**config.mk**
```make
export PLATFORM = sky130hd
export DESIGN_NAME = snv_world
export DESIGN_NICKNAME = d
export VERILOG_FILES = /design/src/rtl/snv_pkg.sv /design/src/rtl/snv_world.sv
export SDC_FILE = /design/constraint.sdc
export NUM_CORES = 2
export LEC_CHECK = 0
export ABC_AREA = 1
export BUFFER_PORTS_ARGS = -buffer_cell sky130_fd_sc_hd__buf_2
export CAP_MARGIN = 10
export CORE_UTILIZATION = 49
export DETAILED_ROUTE_END_ITERATION = 12
export MAX_ROUTING_LAYER = met4
export PLACE_DENSITY = 0.67
export REMOVE_ABC_BUFFERS = 1
export SLEW_MARGIN = 10
export SYNTH_ARGS = -nofsm -noshare
export SYNTH_HDL_FRONTEND = slang
export SYNTH_SLANG_ARGS = --single-unit
```
**constraint.sdc**
```tcl
create_clock -name clk -period 10.8 [get_ports clk]
set_clock_uncertainty 0.2 [all_clocks]
set_input_delay 1.08 -clock clk [delete_from_list [all_inputs] [get_ports clk]]
set_output_delay 1.08 -clock clk [all_outputs]
set_load 0.02 [all_outputs]
```
**src/rtl/snv_pkg.sv**
```systemverilog
// ============================================================================
// snv_pkg
// Shared types, widths, edge tables and register indexes for the surface
// nets cell vertex block.
// ============================================================================
package snv_pkg;

    localparam int NUM_CORNERS  = 8;
    localparam int NUM_EDGES    = 12;
    localparam int NUM_AXES     = 3;
    localparam int FRAC_BITS    = 16;
    localparam int T_WIDTH      = 17;
    localparam int SUM_WIDTH    = 20;
    localparam int CNT_WIDTH    = 4;
    localparam int CELL_WIDTH   = 5;
    localparam int ORIGIN_WIDTH = 11;
    localparam int SCALE_WIDTH  = 16;
    localparam int VERT_WIDTH   = 32;
    localparam int CFG_WIDTH    = 16;
    localparam int CFG_ADDR_W   = 2;
    localparam int OUT_FIELDS_W = 1 + CNT_WIDTH + NUM_AXES * VERT_WIDTH;
    localparam int OUT_W        = ((OUT_FIELDS_W + 7) / 8) * 8;

    localparam logic [T_WIDTH-1:0]   T_HALF   = T_WIDTH'(32768);
    localparam logic [SUM_WIDTH-1:0] ONE_CELL = SUM_WIDTH'(65536);

    typedef logic [2:0] corner_t;
    typedef logic [1:0] axis_t;
    typedef logic [CFG_ADDR_W-1:0] cfg_addr_t;

    localparam cfg_addr_t REG_ORIGIN_X = 2'd0;
    localparam cfg_addr_t REG_ORIGIN_Y = 2'd1;
    localparam cfg_addr_t REG_ORIGIN_Z = 2'd2;
    localparam cfg_addr_t REG_SCALE    = 2'd3;

    // Edges as (low corner, axis); high corner = low | (1 << axis).
    localparam corner_t EDGE_LOW [NUM_EDGES] = '{
        3'd0, 3'd2, 3'd4, 3'd6, 3'd0, 3'd1, 3'd4, 3'd5, 3'd0, 3'd1, 3'd2, 3'd3
    };
    localparam axis_t EDGE_AXIS [NUM_EDGES] = '{
        2'd0, 2'd0, 2'd0, 2'd0, 2'd1, 2'd1, 2'd1, 2'd1, 2'd2, 2'd2, 2'd2, 2'd2
    };

    typedef struct packed {
        logic [CELL_WIDTH-1:0] z;
        logic [CELL_WIDTH-1:0] y;
        logic [CELL_WIDTH-1:0] x;
    } cell_t;

    typedef struct packed {
        logic signed [ORIGIN_WIDTH-1:0] origin_x;
        logic signed [ORIGIN_WIDTH-1:0] origin_y;
        logic signed [ORIGIN_WIDTH-1:0] origin_z;
        logic [SCALE_WIDTH-1:0]         scale;
    } cfg_t;

    // Edges off the given axis whose low corner sits on the far face of it.
    function automatic logic [NUM_EDGES-1:0] far_face_mask(input int axis);
        logic [NUM_EDGES-1:0] m;
        m = '0;
        for (int e = 0; e < NUM_EDGES; e++) begin
            m[e] = (int'(EDGE_AXIS[e]) != axis) && EDGE_LOW[e][axis];
        end
        return m;
    endfunction

endpackage

```
**src/rtl/snv_world.sv**
```systemverilog
// ============================================================================
// snv_world
// Cell position plus average, scaled to world units, rounded to Q.8 and
// saturated to 32 bits; holds the output register.
// ============================================================================
module snv_world #(
    parameter int RESOLUTION = 32
) (
    input  logic                          clk,
    input  logic                          rst_n,
    input  snv_pkg::cfg_t                 cfg,
    input  logic                          in_valid,
    output logic                          in_ready,
    input  snv_pkg::cell_t                in_cell,
    input  logic [snv_pkg::CNT_WIDTH-1:0] in_count,
    input  logic [snv_pkg::T_WIDTH-1:0]   in_avg [snv_pkg::NUM_AXES],
    output logic                          out_valid,
    input  logic                          out_ready,
    output logic                          out_found,
    output logic [snv_pkg::CNT_WIDTH-1:0] out_count,
    output logic [snv_pkg::VERT_WIDTH-1:0] out_vertex [snv_pkg::NUM_AXES]
);
    import snv_pkg::*;

    localparam int NST  = 4;
    localparam int PW   = ORIGIN_WIDTH + $clog2(RESOLUTION) + 2;
    localparam int MH_W = PW + SCALE_WIDTH + 1;
    localparam int ML_W = T_WIDTH + SCALE_WIDTH;
    localparam int PR_W = MH_W + FRAC_BITS + 1;
    localparam int QW   = PR_W - FRAC_BITS;

    logic [NST-1:0]       valid_reg;
    logic [NST:0]         en;
    logic [CNT_WIDTH-1:0] count_reg [NST];

    logic signed [PW-1:0]   pos_reg  [NUM_AXES];
    logic [T_WIDTH-1:0]     avg_reg  [NUM_AXES];
    logic signed [MH_W-1:0] mh_reg   [NUM_AXES];
    logic [ML_W-1:0]        ml_reg   [NUM_AXES];
    logic signed [QW-1:0]   q_reg    [NUM_AXES];
    logic [VERT_WIDTH-1:0]  vert_reg [NUM_AXES];

    logic signed [PW-1:0]   pos_next  [NUM_AXES];
    logic signed [MH_W-1:0] mh_next   [NUM_AXES];
    logic [ML_W-1:0]        ml_next   [NUM_AXES];
    logic signed [QW-1:0]   q_next    [NUM_AXES];
    logic [VERT_WIDTH-1:0]  vert_next [NUM_AXES];

    logic signed [ORIGIN_WIDTH-1:0] origin [NUM_AXES];
    logic [CELL_WIDTH-1:0]          cellv  [NUM_AXES];
    logic signed [SCALE_WIDTH:0]    scale_s;

    assign origin[0] = cfg.origin_x;
    assign origin[1] = cfg.origin_y;
    assign origin[2] = cfg.origin_z;
    assign cellv[0]  = in_cell.x;
    assign cellv[1]  = in_cell.y;
    assign cellv[2]  = in_cell.z;
    assign scale_s   = {1'b0, cfg.scale};

    assign in_ready = en[0];

    always_comb
    begin
        en[NST] = out_ready;
        for (int i = NST - 1; i >= 0; i--) begin
            en[i] = !valid_reg[i] || en[i+1];
        end
    end

    always_comb
    begin
        logic signed [PR_W-1:0]      prod;
        logic [QW-1:VERT_WIDTH-1]    top;
        for (int a = 0; a < NUM_AXES; a++) begin
            pos_next[a] = PW'(origin[a]) * PW'(RESOLUTION) + PW'(cellv[a]);
            mh_next[a]  = MH_W'(pos_reg[a]) * MH_W'(scale_s);
            ml_next[a]  = ML_W'(avg_reg[a]) * ML_W'(cfg.scale);
            prod        = (PR_W'(mh_reg[a]) <<< FRAC_BITS) + PR_W'(ml_reg[a])
                        + PR_W'(32768);
            q_next[a]   = QW'(prod >>> FRAC_BITS);
            top         = q_reg[a][QW-1:VERT_WIDTH-1];
            if (count_reg[2] == '0) begin
                vert_next[a] = '0;
            end else if ((&top) || !(|top)) begin
                vert_next[a] = q_reg[a][VERT_WIDTH-1:0];
            end else if (q_reg[a][QW-1]) begin
                vert_next[a] = {1'b1, {(VERT_WIDTH-1){1'b0}}};
            end else begin
                vert_next[a] = {1'b0, {(VERT_WIDTH-1){1'b1}}};
            end
        end
    end

    always_ff @(posedge clk or negedge rst_n)
    begin
        if (!rst_n) begin
            valid_reg <= '0;
        end else begin
            if (en[0]) begin
                valid_reg[0] <= in_valid;
            end
            for (int i = 1; i < NST; i++) begin
                if (en[i]) begin
                    valid_reg[i] <= valid_reg[i-1];
                end
            end
        end
    end

    always_ff @(posedge clk)
    begin
        if (en[0]) begin
            count_reg[0] <= in_count;
            for (int a = 0; a < NUM_AXES; a++) begin
                pos_reg[a] <= pos_next[a];
                avg_reg[a] <= in_avg[a];
            end
        end
        if (en[1]) begin
            count_reg[1] <= count_reg[0];
            for (int a = 0; a < NUM_AXES; a++) begin
                mh_reg[a] <= mh_next[a];
                ml_reg[a] <= ml_next[a];
            end
        end
        if (en[2]) begin
            count_reg[2] <= count_reg[1];
            for (int a = 0; a < NUM_AXES; a++) begin
                q_reg[a] <= q_next[a];
            end
        end
        if (en[3]) begin
            count_reg[3] <= count_reg[2];
            for (int a = 0; a < NUM_AXES; a++) begin
                vert_reg[a] <= vert_next[a];
            end
        end
    end

    assign out_valid = valid_reg[NST-1];
    assign out_count = count_reg[NST-1];
    assign out_found = count_reg[NST-1] != '0;

    always_comb
    begin
        for (int a = 0; a < NUM_AXES; a++) begin
            out_vertex[a] = vert_reg[a];
        end
    end

endmodule

```
==> impl_metrics.ini <==
[synthesis]
ys_seq_area_share_pct = 17.65
yosysWarnings = 0
yosysTopAreaCell = fa_1
synth_edf_count = 478
synth.most_common_cell = nand2_1
ys.flop_type = edfxtp_1
synth_area_um2 = 81890
ys_types = 46
ys_ff_latch = 482
synth.top_cell.area_share_pct = 35.20
syn_area_per_cell_um2 = 8.092
synth_commonest_cells = nand2_1 (2840), inv_1 (2785), fa_1 (1440)
synth.area.top_cells = fa_1 (35%), edfxtp_1 (18%), nand2_1 (13%)
ys_async_sr_fraction_pct = 0.8299
syn_inst = 10120

[sta]
rsz0062_at_grt = false
maxSlewViolCount = 0
final-hold-violation-count = 0
slew-limit-headroom_pct = 25.17
finalCriticalPeriod_ns = 7.325
setup_tns_ns = 0
setup_viol_count_final = 0
fmax_ghz = 0.1365
period_share_pct = 67.83
setup_ws_ns = 3.475
worst_slew_pin_slew_ns = 1.123

[floorplan]
core-area_um2 = 165400
die_x_um = 410.8
rows = 149
initial_core_util_pct = 49.52
die_h_um = 410.8
dieArea_um2 = 168800
ios = 226

[clock_tree]
clk_pin_slew_ns = 0.06
clock-sinks = 482
root_buffer = clkbuf_16
cts_tree = done
cts_made_buffers = 59
clock_latency_ns = 0.75
cts.repair.resized = 0
cts_max_level = 2
clockBufferDepth = 3

[global_routing]
antenna_found_initial = 9
grt_max_degree = 97
grt_util_all_layers_pct = 28.38
grt_pass1_wl_um = 363600
overflow = 0
grt_pass1_vias = 66620

[worst_setup_path]
endpoint_kind = register
start_kind = input pin
worstPathMaxFanout = 53
critPathArrivalTime_ns = 7.57
worst_ep_required_time_ns = 11.05
crit_type = in -> reg

[route]
route.detailed.drc = 0
drt_iter0_drc = 4849
vias_per_cell = 5.101
route.vias.total = 62770
wl_per_cell_um = 18.33
antenna_left = 0
first_pass_iters = 6
wl_um = 225500

[cells_and_area]
final_core_utilization_pct = 52.52
drive_above_1_share_pct = 4.244
stdcell_count = 12310
largest_reg_flops = 108
area_delta_synth_final_pct = 6.054
nNetsFinal = 12240

[outcome]
status = complete, no violations

[placed_design]
placed_cells = 12190
pre_cts_slack_ns = 2.796
dp_hpwl_um = 183800
portBuffers = 225
gp_congestion = 0.9613

[flow_run]
maxCapViolCount = 0

[worst_hold_path]
hold_class = reg -> reg
[metal layers]
| layer | global-route usage (%) | vias to the layer above | wire length (µm) |
|---|---|---|---|
| met5 | - | - | 0 |
| met1 | 37.64 | 30980 | 97740 |
| li1 | - | 29390 | - |
| met3 | 3.754 | 309 | 16670 |
| met2 | 45.73 | 2096 | 104900 |
| met4 | 7.881 | 0 | 6176 |
[area by class of cell]
| cell class | count | area (µm²) |
|---|---|---|
| repair buffers | 278 | 1592 |
| diodes | 8 | 20.02 |
| flip-flops and latches | 482 | 14450 |
| well taps | 2189 | 2739 |
| inverters | 2787 | 10470 |
| fillers | 15660 | 78520 |
| clock buffers | 69 | 1534 |
| clock inverters | 41 | 575.6 |
| multi-input cells | 6451 | 55460 |
[worst max-delay path, cell delays in order]
cell     delay (ns)
buf_4          0.61
buf_4          0.52
nand2_1        0.17
inv_1          0.12
fa_1           0.52
inv_1          0.18
fa_1           0.46
inv_1          0.30
fa_1           0.50
fa_1           0.50
fa_1           0.49
inv_1          0.05
fa_1           0.48
inv_1          0.04
ha_1           0.39
nand2_1        0.17
nor2_1         0.23
nand2_1        0.11
nor4_1         0.21
nand2_1        0.11
nand3_1        0.09
nand2_1        0.07
[through the flow]
step	hold slack, ns	cell area (µm²)
finish	0.2186	86850
global route	0.2258	86840
CTS	0.2208	86820
detailed placement	0.2054	84700
global placement	0.2012	84700
floorplan	0.2003	80340
[worst paths after layout]
check,start,to,slack (ns),cells past startpoint
worst max-delay path,cfg[3],mh_reg[0][34],3.47,22
worst min-delay path,count_reg[1][2],count_reg[2][2],0.22,0
worst max register to register,pos_reg[0][52],mh_reg[0][104],3.58,20
worst min register to register,count_reg[1][2],count_reg[2][2],0.22,0
max in group asynchronous,rst_n,valid_reg[3],9.77,2
min in group asynchronous,rst_n,valid_reg[1],0.51,2
[layout by cell type, fill, tap and decap left out, types with 10 or more instances in the layout]
cell	count
xnor2_1	26
nand3_1	255
buf_4	66
nor3_2	12
edfxtp_1	478
a21oi_1	371
xor2_1	111
buf_2	209
inv_1	2782
o21a_1	12
ha_1	618
o21bai_1	16
nand3b_1	10
clkbuf_16	59
nor2_1	394
o21ai_0	135
nand4_1	44
a21o_1	22
fa_1	1440
nand2_1	2839
nor4_1	16
nand2_2	10
nor3_1	60
[logic make-up after synthesis]
family / count (synthesis) / synth area share (%)
AOI/OAI and AO/OA: 580 / 3.750
xor gates and xnor gates: 137 / 1.465
adders and majority gates: 2058 / 44.65
buffers and inverters: 3187 / 14.66
DFF: 482 / 17.65
and+or+nand+nor: 3676 / 17.82
[repair_timing]
action	4_1_cts	5_1_grt
hold buffers	1	0
buffers inserted	0	0
hold endpoints to repair	4	0
setup endpoints to repair	0	0
Power is not shown: default switching activity piles up to over one toggle a cycle in this logic, so the estimate is an artifact.
